[config.mk]
export PLATFORM = sky130hd
export DESIGN_NAME = mrc_prod
export DESIGN_NICKNAME = d
export VERILOG_FILES = /design/src/assert_macros.svh /design/src/mrc_pkg.sv /design/src/mrc_prod.sv
export SDC_FILE = /design/constraint.sdc
export NUM_CORES = 2
export LEC_CHECK = 0
export ABC_AREA = 0
export BUFFER_PORTS_ARGS = -buffer_cell sky130_fd_sc_hd__buf_2
export CAP_MARGIN = 25
export CORE_AREA = 2 2 435 437
export CTS_CLUSTER_DIAMETER = 50
export DETAILED_ROUTE_END_ITERATION = 8
export DIE_AREA = 0 0 437 439
export GPL_TIMING_DRIVEN = 0
export PLACE_DENSITY_LB_ADDON = 0.12
export SYNTH_ARGS = -nofsm -noshare
export SYNTH_HDL_FRONTEND = slang
export SYNTH_SLANG_ARGS = --single-unit
[constraint.sdc]
create_clock -name i_clk -period 15.2 [get_ports i_clk]
set_input_delay 0.76 -clock i_clk [delete_from_list [all_inputs] [get_ports i_clk]]
set_output_delay 0.76 -clock i_clk [all_outputs]
set_load 0.01 [all_outputs]
[src/assert_macros.svh]
// assertion macros used by the rtl
`ifndef ASSERT_MACROS_SVH
`define ASSERT_MACROS_SVH

// implication checked on every rising clock edge outside reset
`define ASSERT_IMP(label, clk, rst_n, pre, post) \
    label: assert property (@(posedge clk) disable iff (!rst_n) (pre) |-> (post)) \
        else $error("assertion failed");

// implication checked on the following clock edge
`define ASSERT_NEXT(label, clk, rst_n, pre, post) \
    label: assert property (@(posedge clk) disable iff (!rst_n) (pre) |=> (post)) \
        else $error("assertion failed");

`endif

[src/mrc_pkg.sv]
// ----------------------------------------------------------------------------
// mrc_pkg
// shared constants and types of the reflection canonicalizer
// ----------------------------------------------------------------------------
`default_nettype none
package mrc_pkg;
    localparam int ENTRY_WIDTH_DEF = 16;
    localparam int FIBRE_WIDTH_DEF = 8;
    localparam int OUT_WIDTH       = 33;
    // candidate entries are carried at 64 bits, as the comparisons wrap there
    localparam int CW = 64;

    typedef logic signed [CW-1:0] t_ent;
    typedef t_ent t_mat [4];

    // comparison key of one candidate
    typedef struct packed {
        logic [CW-1:0] maxmag;
        logic [2:0]    zeros;
    } t_key;

    function automatic logic [CW-1:0] f_mag(input t_ent v);
        f_mag = v[CW-1] ? (CW'(0) - v) : v;
    endfunction
endpackage
`default_nettype wire

[src/mrc_prod.sv]
// ----------------------------------------------------------------------------
// mrc_prod
// stages 1-2: forms the four candidates with registered products
// ----------------------------------------------------------------------------
`default_nettype none
module mrc_prod #(
    parameter int ENTRY_WIDTH = mrc_pkg::ENTRY_WIDTH_DEF,
    parameter int FIBRE_WIDTH = mrc_pkg::FIBRE_WIDTH_DEF
) (
    input  wire logic                          i_clk,
    input  wire logic                          i_rst_n,
    input  wire logic                          i_vld,
    input  wire logic signed [ENTRY_WIDTH-1:0] i_a,
    input  wire logic signed [ENTRY_WIDTH-1:0] i_b,
    input  wire logic signed [ENTRY_WIDTH-1:0] i_c,
    input  wire logic signed [ENTRY_WIDTH-1:0] i_d,
    input  wire logic [FIBRE_WIDTH-1:0]        i_f0,
    input  wire logic [FIBRE_WIDTH-1:0]        i_f1,
    output logic                               o_vld,
    output mrc_pkg::t_ent                      o_m   [4],
    output mrc_pkg::t_ent                      o_r0  [4],
    output mrc_pkg::t_ent                      o_r1  [4],
    output mrc_pkg::t_ent                      o_r01 [4]
);
    import mrc_pkg::*;

    // entry times fibre count, and that times the other fibre count
    localparam int PW = ENTRY_WIDTH + FIBRE_WIDTH + 1;
    localparam int QW = PW + FIBRE_WIDTH + 1;

    logic signed [FIBRE_WIDTH:0] f0_s, f1_s;
    logic r_v1;
    t_ent r_a, r_b, r_c, r_d;
    logic signed [FIBRE_WIDTH:0] r_f1;
    logic signed [PW-1:0] r_bf0, r_df0, r_f1a, r_f1b;
    logic r_v2;
    t_ent r_m [4];
    t_ent r_r0 [4];
    t_ent r_r1 [4];
    logic signed [QW-1:0] r_p0;
    t_ent r_p1;
    t_ent r_q [2];

    assign f0_s = {1'b0, i_f0};
    assign f1_s = {1'b0, i_f1};

    // stage 1: first products
    always_ff @(posedge i_clk) begin
        if (!i_rst_n) begin
            r_v1 <= 1'b0;
            r_v2 <= 1'b0;
        end else begin
            r_v1 <= i_vld;
            r_v2 <= r_v1;
        end
    end

    always_ff @(posedge i_clk) begin
        r_a   <= CW'(i_a);
        r_b   <= CW'(i_b);
        r_c   <= CW'(i_c);
        r_d   <= CW'(i_d);
        r_f1  <= f1_s;
        r_bf0 <= i_b * f0_s;
        r_df0 <= i_d * f0_s;
        r_f1a <= i_a * f1_s;
        r_f1b <= i_b * f1_s;
    end

    // stage 2: sums and the products of the double reflection
    always_ff @(posedge i_clk) begin
        r_m[0] <= r_a; r_m[1] <= r_b; r_m[2] <= r_c; r_m[3] <= r_d;
        r_r0[0] <= r_a + CW'(r_bf0);
        r_r0[1] <= CW'(0) - r_b;
        r_r0[2] <= r_c + CW'(r_df0);
        r_r0[3] <= CW'(0) - r_d;
        r_r1[0] <= r_a;
        r_r1[1] <= r_b;
        r_r1[2] <= CW'(r_f1a) - r_c;
        r_r1[3] <= CW'(r_f1b) - r_d;
        // f1*(a+b*f0) = f1a + f1*b*f0, f1*(-b) = -f1b
        r_p0    <= r_f1 * r_bf0;
        r_p1    <= CW'(r_f1a);
        r_q[0]  <= r_c + CW'(r_df0);
        r_q[1]  <= CW'(r_f1b);
    end

    assign o_vld = r_v2;
    always_comb begin
        for (int i = 0; i < 4; i++) begin
            o_m[i]  = r_m[i];
            o_r0[i] = r_r0[i];
            o_r1[i] = r_r1[i];
        end
        o_r01[0] = r_r0[0];
        o_r01[1] = r_r0[1];
        o_r01[2] = CW'(r_p0) + r_p1 - r_q[0];
        o_r01[3] = r_m[3] - r_q[1];
    end
endmodule
`default_nettype wire

==> flow_metrics.env <==
export IMPL_status="completed"
export IMPL_cp_required_ns=14.44
export IMPL_rr_startpoint="r_f1[0]"
export IMPL_syn_instance_count=5659
export IMPL_gr_total_overflow=0
export IMPL_mostFrequentLayoutCell="buf_2"
export IMPL_grt_pass1_wl_um=251000
export IMPL_yosysTopAreaCellShare_pct=23.3
export IMPL_worst_pin_slew_ns=0.986
export IMPL_die_h_um=439
export IMPL_syn_area_sq_um=50400
export IMPL_drc=0
export IMPL_die_w_um=437
export IMPL_maxCapViolations=0
export IMPL_start_util_pct=27.0
export IMPL_wl_per_cell_um=18.0
export IMPL_antenna_found_initial=20
export IMPL_most_common_layout_cells="buf_2 (1112), inv_1 (948), buf_4 (722)"
export IMPL_period_minus_slack_ns=7.31
export IMPL_drt_iter0_markers=1391
export IMPL_slew_headroom_pct=33.4
export IMPL_skew_ns=0.0271
export IMPL_syn_area_per_cell_sq_um=8.91
export IMPL_core_rowCount=159
export IMPL_fin_crit_sh_pct=48.1
export IMPL_rsz0062_at_grt="false"
export IMPL_io_pins=1108
export IMPL_ys_types=74
export IMPL_cts_setup_buffers=0
export IMPL_wirelength_um=169000
export IMPL_hold_path_class="in2reg"
export IMPL_grt_max_degree=99
export IMPL_final_hold_violation_count=0
export IMPL_areaGrowthSynthToFinish_pct=23.4
export IMPL_ys_dominant_reg_cell="dfxtp_1"
export IMPL_critPathCaptureType="output pin"
export IMPL_clock_sinks=458
export IMPL_critPathKind="reg2out"
export IMPL_clk_latency_ns=0.70
export IMPL_cts_repair_resized=0
export IMPL_fmax_mhz=137
export IMPL_clk_pin_slew_ns=0.06
export IMPL_finalSetupViolCount=0
export IMPL_num_nets_final=7990
export IMPL_crit_start="r_p1[0]"
export IMPL_cts_tree="yes"
export IMPL_async_flop_share_pct=0
export IMPL_cp_endpoint="o_r01[119]"
export IMPL_synth_warnings=0
export IMPL_rr_worst_depth=20
export IMPL_tns_ns=0
export IMPL_drive_gt1_share_pct=29.0
export IMPL_crit_path_max_fanout=10
export IMPL_start_kind="flip-flop"
export IMPL_rr_endpoint="r_p0[32]"
export IMPL_syn_nets=6793
export IMPL_synth_seq_cells=458
export IMPL_dr_pass1_iters=5
export IMPL_cts_max_path_buffers=3
export IMPL_via_per_inst=4.19
export IMPL_synth_edf_count=0
export IMPL_port_buffers=1107
export IMPL_cts_made_buffers=80
export IMPL_grt_total_usage_pct=17.1
export IMPL_slew_viol_final=0
export IMPL_ff2ff_setup_slack_ns=9.02
export IMPL_crit_arrival_ns=6.55
export IMPL_hold_buffers=0
export IMPL_coreArea_sq_um=187000
export IMPL_fp_dieArea_sq_um=192000
export IMPL_via_count=39490
export IMPL_ys_seq_area_share_pct=18.2
export IMPL_gp_congestion=0.844
export IMPL_place_hpwl_um=145000
export IMPL_htreeDepth=3
export IMPL_ys_top_cells_by_area="fa_1 (23%), dfxtp_1 (18%), ha_1 (12%)"
export IMPL_antenna_left=0
export IMPL_cts_root_buf="clkbuf_16"
export IMPL_grt_pass1_vias=39720
export IMPL_yosysTopAreaCell="fa_1"
## flip-flops by register name, indices dropped and copies added (netlist names)
name,cells
r_r1,68
r_q,51
r_b,16
r_f1a,25
r_m,48
r_p0,34
r_a,16
r_bf0,25
r_f1,8
r_f1b,25
r_df0,25
r_v1,1
r_p1,25
r_r0,58
o_vld,1
r_c,16
r_d,16
## worst min path at each step
stage                           end   start  slack, ns  cells past startpoint
after detailed placement  r_m[3][4]  r_d[4]       0.34                      0
after CTS                    r_c[7]  i_c[7]       0.07                      1
final                        r_c[7]  i_c[7]       0.16                      1
after global placement    r_m[0][0]  r_a[0]       0.34                      0
after floorplan           r_m[3][4]  r_d[4]       0.33                      0
after global routing         r_c[7]  i_c[7]       0.11                      1
## area by class of cell
| cell class | count | area, sq um |
|---|---|---|
| Fill cell | 19848 | 125000 |
| Multi-Input combinational cell | 3417 | 31800 |
| Sequential cell | 458 | 9190 |
| Buffer | 836 | 5850 |
| Timing Repair Buffer | 1115 | 5690 |
| Inverter | 948 | 3560 |
| Tap cell | 2495 | 3120 |
| Clock buffer | 94 | 2120 |
| Clock inverter | 55 | 837 |
| Antenna cell | 9 | 22.5 |
## stage by stage
stage | instances | cell area, sq um | setup WS [ns] | util (%) | hold slack [ns]
after floorplan | 5659 | 50400 | 9.74 | - | 0.331
after global placement | 9261 | 59100 | 8.50 | 31.6 | 0.342
after detailed placement | 9268 | 59200 | 8.54 | 31.7 | 0.336
after CTS | 9417 | 62200 | 7.78 | 33.3 | 0.0703
after global routing | 9420 | 62200 | 7.33 | 33.3 | 0.109
final | 9427 | 62200 | 7.89 | 33.3 | 0.155
## kinds of logic after synthesis
family          Yosys count  synth area share, %
simple gates           1278                 13.0
xor+xnor                302                 5.25
flops                   458                 18.2
buf+inv                1784                 18.7
fa+ha+maj              1051                 34.8
mux                       2               0.0397
compound gates          784                 10.0
## worst max-delay path, cell delays in order (launching register included)
cell and delay, ns:
dfxtp_1 0.33, ha_1 0.21, fa_1 0.44, a211oi_2 0.24
o21ai_1 0.13, a21oi_2 0.25, o22ai_2 0.15, a211o_1 0.33
a2111oi_1 0.48, o31ai_1 0.15, a21oi_1 0.19, xnor2_1 0.16
ha_1 0.40, and3_1 0.20, nand3_1 0.13, o211ai_1 0.19
o21bai_1 0.22, a221oi_1 0.13, o21ai_1 0.19, a21oi_1 0.13
a21oi_1 0.53, buf_2 0.32, a31oi_1 0.16, buf_2 0.19
## synthesized netlist by cell type, types with 10 or more instances
master	count
o211ai_1	16
nand4_1	22
o21a_1	46
and3_1	32
nor2_1	172
a31oi_1	41
a211o_1	11
buf_4	722
nor4_1	15
a32oi_1	15
xor2_1	67
xnor2_1	235
ha_1	464
a211oi_1	18
a21o_1	114
clkbuf_1	111
nand3_1	50
a21oi_1	238
nand2_1	371
inv_1	948
and2_1	441
nand2b_1	37
nor3_1	48
nor2b_1	52
fa_1	587
o31a_1	11
o31ai_1	10
or3_1	10
dfxtp_1	458
o21ai_0	134
o21bai_1	35
## per-layer routing
metal	wire (um)	part of all wire, %	global-route usage [%]
met1	74000	44	21.5
met2	84700	50	30.6
met3	6700	4.0	2.52
met4	3840	2.3	4.26
met5	51	0.030	0
Power is left out: the tool's default activity adds up to more than one toggle a clock period on the data nets, which glitch-free logic cannot reach.
