$ cat src/assert_macros.svh
// assertion macros used by the rtl
`ifndef ASSERT_MACROS_SVH
`define ASSERT_MACROS_SVH

// implication checked on every rising clock edge outside reset
`define ASSERT_IMP(label, clk, rst_n, pre, post) \
    label: assert property (@(posedge clk) disable iff (!rst_n) (pre) |-> (post)) \
        else $error("assertion failed");

// implication checked on the following clock edge
`define ASSERT_NEXT(label, clk, rst_n, pre, post) \
    label: assert property (@(posedge clk) disable iff (!rst_n) (pre) |=> (post)) \
        else $error("assertion failed");

`endif

$ cat src/mrc_pkg.sv
// ----------------------------------------------------------------------------
// mrc_pkg
// shared constants and types of the reflection canonicalizer
// ----------------------------------------------------------------------------
`default_nettype none
package mrc_pkg;
    localparam int ENTRY_WIDTH_DEF = 16;
    localparam int FIBRE_WIDTH_DEF = 8;
    localparam int OUT_WIDTH       = 33;
    // candidate entries are carried at 64 bits, as the comparisons wrap there
    localparam int CW = 64;

    typedef logic signed [CW-1:0] t_ent;
    typedef t_ent t_mat [4];

    // comparison key of one candidate
    typedef struct packed {
        logic [CW-1:0] maxmag;
        logic [2:0]    zeros;
    } t_key;

    function automatic logic [CW-1:0] f_mag(input t_ent v);
        f_mag = v[CW-1] ? (CW'(0) - v) : v;
    endfunction
endpackage
`default_nettype wire

$ cat src/mrc_pick.sv
// ----------------------------------------------------------------------------
// mrc_pick
// stages 4-5: pairwise simplicity order and choice of the result word
// ----------------------------------------------------------------------------
`default_nettype none
module mrc_pick (
    input  wire logic    i_clk,
    input  wire logic    i_rst_n,
    input  wire logic    i_vld,
    input  mrc_pkg::t_ent i_c [4][4],
    input  mrc_pkg::t_key i_k [4],
    output logic          o_vld,
    output logic signed [mrc_pkg::OUT_WIDTH-1:0] o_a,
    output logic signed [mrc_pkg::OUT_WIDTH-1:0] o_b,
    output logic signed [mrc_pkg::OUT_WIDTH-1:0] o_c,
    output logic signed [mrc_pkg::OUT_WIDTH-1:0] o_d,
    output logic          o_rf0,
    output logic          o_rf1
);
    import mrc_pkg::*;
    `include "assert_macros.svh"

    // candidate order: 0 = m, 1 = r0, 2 = r1, 3 = r01
    localparam int NP = 6;
    // pairs compared: r0<m, r0<r1, r0<r01, r1<m, r1<r01, r01<m
    localparam logic [1:0] PX [NP] = '{2'd1, 2'd1, 2'd1, 2'd2, 2'd2, 2'd3};
    localparam logic [1:0] PY [NP] = '{2'd0, 2'd2, 2'd3, 2'd0, 2'd3, 2'd0};

    logic r_v4, r_v5;
    logic [NP-1:0] n_s, r_s;
    t_ent r_c [4][4];
    logic [1:0] n_sel;
    logic signed [OUT_WIDTH-1:0] r_o [4];
    logic r_f0, r_f1;

    function automatic logic f_simpler(input t_key kx, input t_key ky,
                                       input t_ent x [4], input t_ent y [4]);
        logic res, done;
        res = 1'b0;
        done = 1'b0;
        if (kx.maxmag != ky.maxmag) begin
            res = kx.maxmag < ky.maxmag;
        end else if (kx.zeros != ky.zeros) begin
            res = kx.zeros > ky.zeros;
        end else begin
            for (int i = 0; i < 4; i++) begin
                if (!done && x[i] != y[i]) begin
                    res = x[i] < y[i];
                    done = 1'b1;
                end
            end
        end
        f_simpler = res;
    endfunction

    // stage 4: six comparisons
    always_comb begin
        for (int p = 0; p < NP; p++)
            n_s[p] = f_simpler(i_k[PX[p]], i_k[PY[p]], i_c[PX[p]], i_c[PY[p]]);
    end

    always_ff @(posedge i_clk) begin
        r_s <= n_s;
        r_c <= i_c;
    end

    // stage 5: priority choice
    always_comb begin
        priority if (r_s[0] && r_s[1] && r_s[2]) n_sel = 2'd1;
        else if (r_s[3] && r_s[4])                n_sel = 2'd2;
        else if (r_s[5])                          n_sel = 2'd3;
        else                                      n_sel = 2'd0;
    end

    always_ff @(posedge i_clk) begin
        for (int i = 0; i < 4; i++) r_o[i] <= r_c[n_sel][i][OUT_WIDTH-1:0];
        r_f0 <= n_sel[0];
        r_f1 <= n_sel[1];
    end

    always_ff @(posedge i_clk) begin
        if (!i_rst_n) begin
            r_v4 <= 1'b0;
            r_v5 <= 1'b0;
        end else begin
            r_v4 <= i_vld;
            r_v5 <= r_v4;
        end
    end

    assign o_vld = r_v5;
    assign o_a = r_o[0];
    assign o_b = r_o[1];
    assign o_c = r_o[2];
    assign o_d = r_o[3];
    assign o_rf0 = r_f0;
    assign o_rf1 = r_f1;

    // valid bits travel with the word, flags agree with the comparisons
    `ASSERT_NEXT(a_valid_chain, i_clk, i_rst_n, i_vld, r_v4)
    `ASSERT_IMP(a_pick_r0, i_clk, i_rst_n, r_v5 && r_f0 && !r_f1,
                $past(r_s[0] && r_s[1] && r_s[2]))
    `ASSERT_IMP(a_pick_r1, i_clk, i_rst_n, r_v5 && !r_f0 && r_f1,
                $past(r_s[3] && r_s[4]))
    `ASSERT_IMP(a_pick_r01, i_clk, i_rst_n, r_v5 && r_f0 && r_f1, $past(r_s[5]))
endmodule
`default_nettype wire

$ cat config.mk
export PLATFORM = sky130hd
export DESIGN_NAME = mrc_pick
export DESIGN_NICKNAME = d
export VERILOG_FILES = /design/src/mrc_pkg.sv /design/src/mrc_pick.sv
export VERILOG_INCLUDE_DIRS = /design/src /design/src/src
export SDC_FILE = /design/constraint.sdc
export NUM_CORES = 2
export LEC_CHECK = 0
export CORE_AREA = 5 5 546 548
export CTS_CLUSTER_DIAMETER = 50
export DETAILED_ROUTE_END_ITERATION = 6
export DIE_AREA = 0 0 551 553
export DONT_BUFFER_PORTS = 1
export GPL_TIMING_DRIVEN = 0
export PLACE_DENSITY = 0.47
export SLEW_MARGIN = 20
export SYNTH_ARGS = -nofsm -noshare
export SYNTH_HDL_FRONTEND = slang
export SYNTH_SLANG_ARGS = --single-unit
$ cat constraint.sdc
create_clock -name i_clk -period 3.19 [get_ports i_clk]
set_input_delay 0.319 -clock i_clk [delete_from_list [all_inputs] [get_ports i_clk]]
set_output_delay 0.319 -clock i_clk [all_outputs]
set_load 0.01 [all_outputs]
==> results.md <==
- CTS tree: yes
- GR Util All Layers: 0.2570
- Post-synth top area cell: ha_1
- Final Setup Violations: 3
- Critical Path RT: between 3 and 4 ns
- Power density over the cells: 376.1 nW/um2
- Worst min-delay path category: input pin to flop
- Ranking of synthesized cells by area: ha_1, dfxtp_1, inv_1
- TNS Setup: -0.3654 ns
- Layout cells sized above 1: 0.05368
- LEAKAGE: 0.03855 uW
- Async set or reset register ratio after synthesis: 0
- Fin crit period: around 3.4 ns
- Syn-to-layout area delta: 23.08%
- Final period util: 1.058
- Routed WL: between 400000 and 500000 um
- Final worst slack: -0.1846 ns
- WL/cell: between 30 and 40 um
- Clock Latency Late Sink: between 0.7 and 0.8 ns
- # rows: 199
- Max Slew Vio Count: 0
- Peak supply drop: around 0.51 mV
- Post-Syn Nets: between 10000 and 15000
- Detail Route Antenna Nets: 0
- Io pins: between 1000 and 1500
- Reg2Reg Depth: 7
- R2R Setup Slk: around 0.47 ns
- Maximum number of pins on one net before global-route repair: 15
- Max cap viols: 0
- DR vias: ~62000
- Clock slew seen by the registers of the worst setup and hold paths: roughly 0.050 ns
- CP startpoint: i_c[997]
- Yosys reg bits: 670
- CP Capture Type: flop
- Startpoint Class: input pin
- Worst R2R Start: r_s[4]$_DFF_P_
- CP endpoint: r_s[3]$_DFF_P_
- HPWL after DPL: 349900 um
- RR Endpoint: r_o[0][18]$_DFF_P_
- Crit path kind: input pin to flop
- Yosys warnings: 0
- Hold_ws: around 0.12 ns
- Die X: ~550 um
- Syn Area/Cell: slightly below 9 um2
- Clk root buf: clkbuf_16
- Post-synth EDFFs: 0
- Ys flop type: dfxtp_1
- First-pass GRT wire length: around 540000 um
- Yosys top cell area share: 0.3828
- Power after layout: 29320 uW
- Remaining routing DRC violations: 0
- Failing checks: negative setup slack
- CTS buffer count: 87
- Iter 0 DRT Violations: between 4000 and 5000
- Unrepaired setup endpoints after global routing: true
- Die area: just over 300000 um2
- CP arrival: 3.96 ns
- Vias per cell: slightly above 5
- Post-Synthesis Cell Area: 63340 um2
- First-pass iteration count of the detailed router: 6
- CTS Sinks: 670
- GPL Wtd Cong: about 1.0
- Pre-CTS setup slack: -1.713 ns
- Max-slew headroom: 0.1482
- H-tree depth: 3
- Register area share after synthesis: 0.2118
- Longest Clk Path Bufs: 3
- Initial Utilization: 0.2165
- PortBufs: 0
- Synth Instances: slightly above 7000
- Antenna violations before repair: roughly 150
- Hold_sp: i_k[200]
- Worst-path fanout max: 3
- Die Height: about 550 um
- Total core area: 292600 um2
- Status: complete, but fails checks
- Hold Vio Cnt, Final: 0
- Net count, final: approximately 11000
- Number of distinct library cells after synthesis: slightly above 80
- Slew at the pin closest to its max-slew limit: ~1.2 ns
- Util after Layout: 0.2665
- Setup Skew: approximately 0.033 ns
- Fmax: between 200 and 300 MHz
- GRT Residual Overflow: 0
- Vias in the first global route: approximately 63000
==> critical path, cell delays in order <==
cell and delay [ns]:
inv_1 0.13, ha_1 0.27, a21o_1 0.18, nand3_1 0.08
a21oi_1 0.07, a2111oi_0 0.67, o21ai_0 0.30, a211oi_2 0.56
o21ai_0 0.22, xnor2_1 0.54, mux2i_1 0.38, a21o_1 0.24
==> routing by layer <==
| layer | GRT usage | share of wire | vias up |
|---|---|---|---|
| li1 | - | - | 28440 |
| met1 | 0.2711 | 0.36 | 29752 |
| met2 | 0.4281 | 0.46 | 2977 |
| met3 | 0.07953 | 0.091 | 870 |
| met4 | 0.1941 | 0.089 | 28 |
| met5 | 0 | 0.00042 | - |
==> through the flow <==
| stage | area (um2) | instances |
|---|---|---|
| after CTS | 77370 | 11870 |
| after global placement | 68250 | 11161 |
| after floorplan | 63340 | 7242 |
| final | 77960 | 12051 |
| after detailed placement | 68620 | 11176 |
| after global routing | 77880 | 12019 |
==> registers in the layout, indices dropped and copies added (netlist names) <==
name / flops
o_rf0: 1
o_rf1: 1
o_vld: 1
r_c: 528
r_o: 132
r_s: 6
r_v4: 1
==> cell families (layout without fill, tap and decap cells) <==
logic type	Yosys count	after routing	share of synthesized area
XOR/XNOR	7	7	0.0009679
AND/OR/NAND/NOR	1632	1632	0.1409
other	0	177	0
buffers and inverters	1093	1806	0.06477
AO/OA/AOI/OAI	1888	1888	0.1965
multiplexers	14	14	0.002291
adder cells (fa/ha/maj)	1938	1938	0.3828
flip-flops	670	670	0.2118
==> synthesized netlist by cell type (8+ instances only) <==
cell type / n
a2111oi_0: 26
a211o_1: 10
a211oi_1: 66
a21o_1: 432
a21oi_1: 588
a221o_1: 14
a221oi_1: 32
a31oi_1: 25
and3_1: 16
and4_1: 37
clkbuf_1: 80
dfxtp_1: 670
ha_1: 1938
inv_1: 1006
mux2i_1: 10
nand2_1: 369
nand2b_1: 29
nand3_1: 148
nand3b_1: 133
nand4_1: 420
nor2_1: 185
nor2b_1: 90
nor3_1: 79
nor4_1: 64
o2111ai_1: 10
o211ai_1: 54
o21a_1: 45
o21ai_0: 364
o21bai_1: 11
o221a_2: 132
o31ai_1: 14
or3_1: 8
or4_1: 13
==> layout by cell type (no fill, tap or decap), types with 38 or more instances in the layout <==
master,synthesis,routed
a211oi_1,66,62
clkbuf_1,80,71
nor2b_1,90,90
dfxtp_1,670,670
dlygate4sd3_1,0,532
nand4_1,420,420
o211ai_1,54,54
a21oi_1,588,586
nor4_1,64,38
nor2_1,185,180
o221a_2,132,132
o21a_1,45,45
diode_2,0,177
nand3_1,148,142
nand3b_1,133,133
o21ai_0,364,359
inv_1,1006,1005
nand2_1,369,367
ha_1,1938,1938
clkbuf_16,0,88
nor3_1,79,75
a21o_1,432,432
==> worst min-delay path by stage <==
stage / endpoint / depth (start not counted)
after floorplan: r_c[0]$_DFF_P_ / 0
after global placement: r_c[862]$_DFF_P_ / 0
after detailed placement: r_c[857]$_DFF_P_ / 0
after CTS: r_s[2]$_DFF_P_ / 4
after global routing: r_s[2]$_DFF_P_ / 4
final: r_s[2]$_DFF_P_ / 4
==> report_power, final <==
part	switching, uW	internal (uW)	total [uW]	leakage [uW]
Clock	4340	5890	10200	0.00148
Combinational	5330	3730	9070	0.0314
Sequential	845	9170	10000	0.00565
==> what timing repair did <==
| item | in CTS | in global routing |
|---|---|---|
| resized for setup | 72 | 21 |
| pin swaps | 10 | 6 |
| endpoints found under the hold margin | 531 | 0 |
| hold buffers | 532 | 0 |
| setup buffers | 6 | 4 |
| gates cloned | 0 | 0 |
| setup endpoints to repair | 133 | 5 |
==> area by class of cell <==
class                      instances  area [um2]
tap                             3919        4903
multi-input combinational       5479       46410
clock inverter                    49       576.8
antenna                          177       442.9
timing repair buffer             557        5654
fill                           31536      214600
clock buffer                     108        2437
sequential                       670       13410
buffer                            86       347.8
inverter                        1006        3780
(Power assumes the default switching activity.)
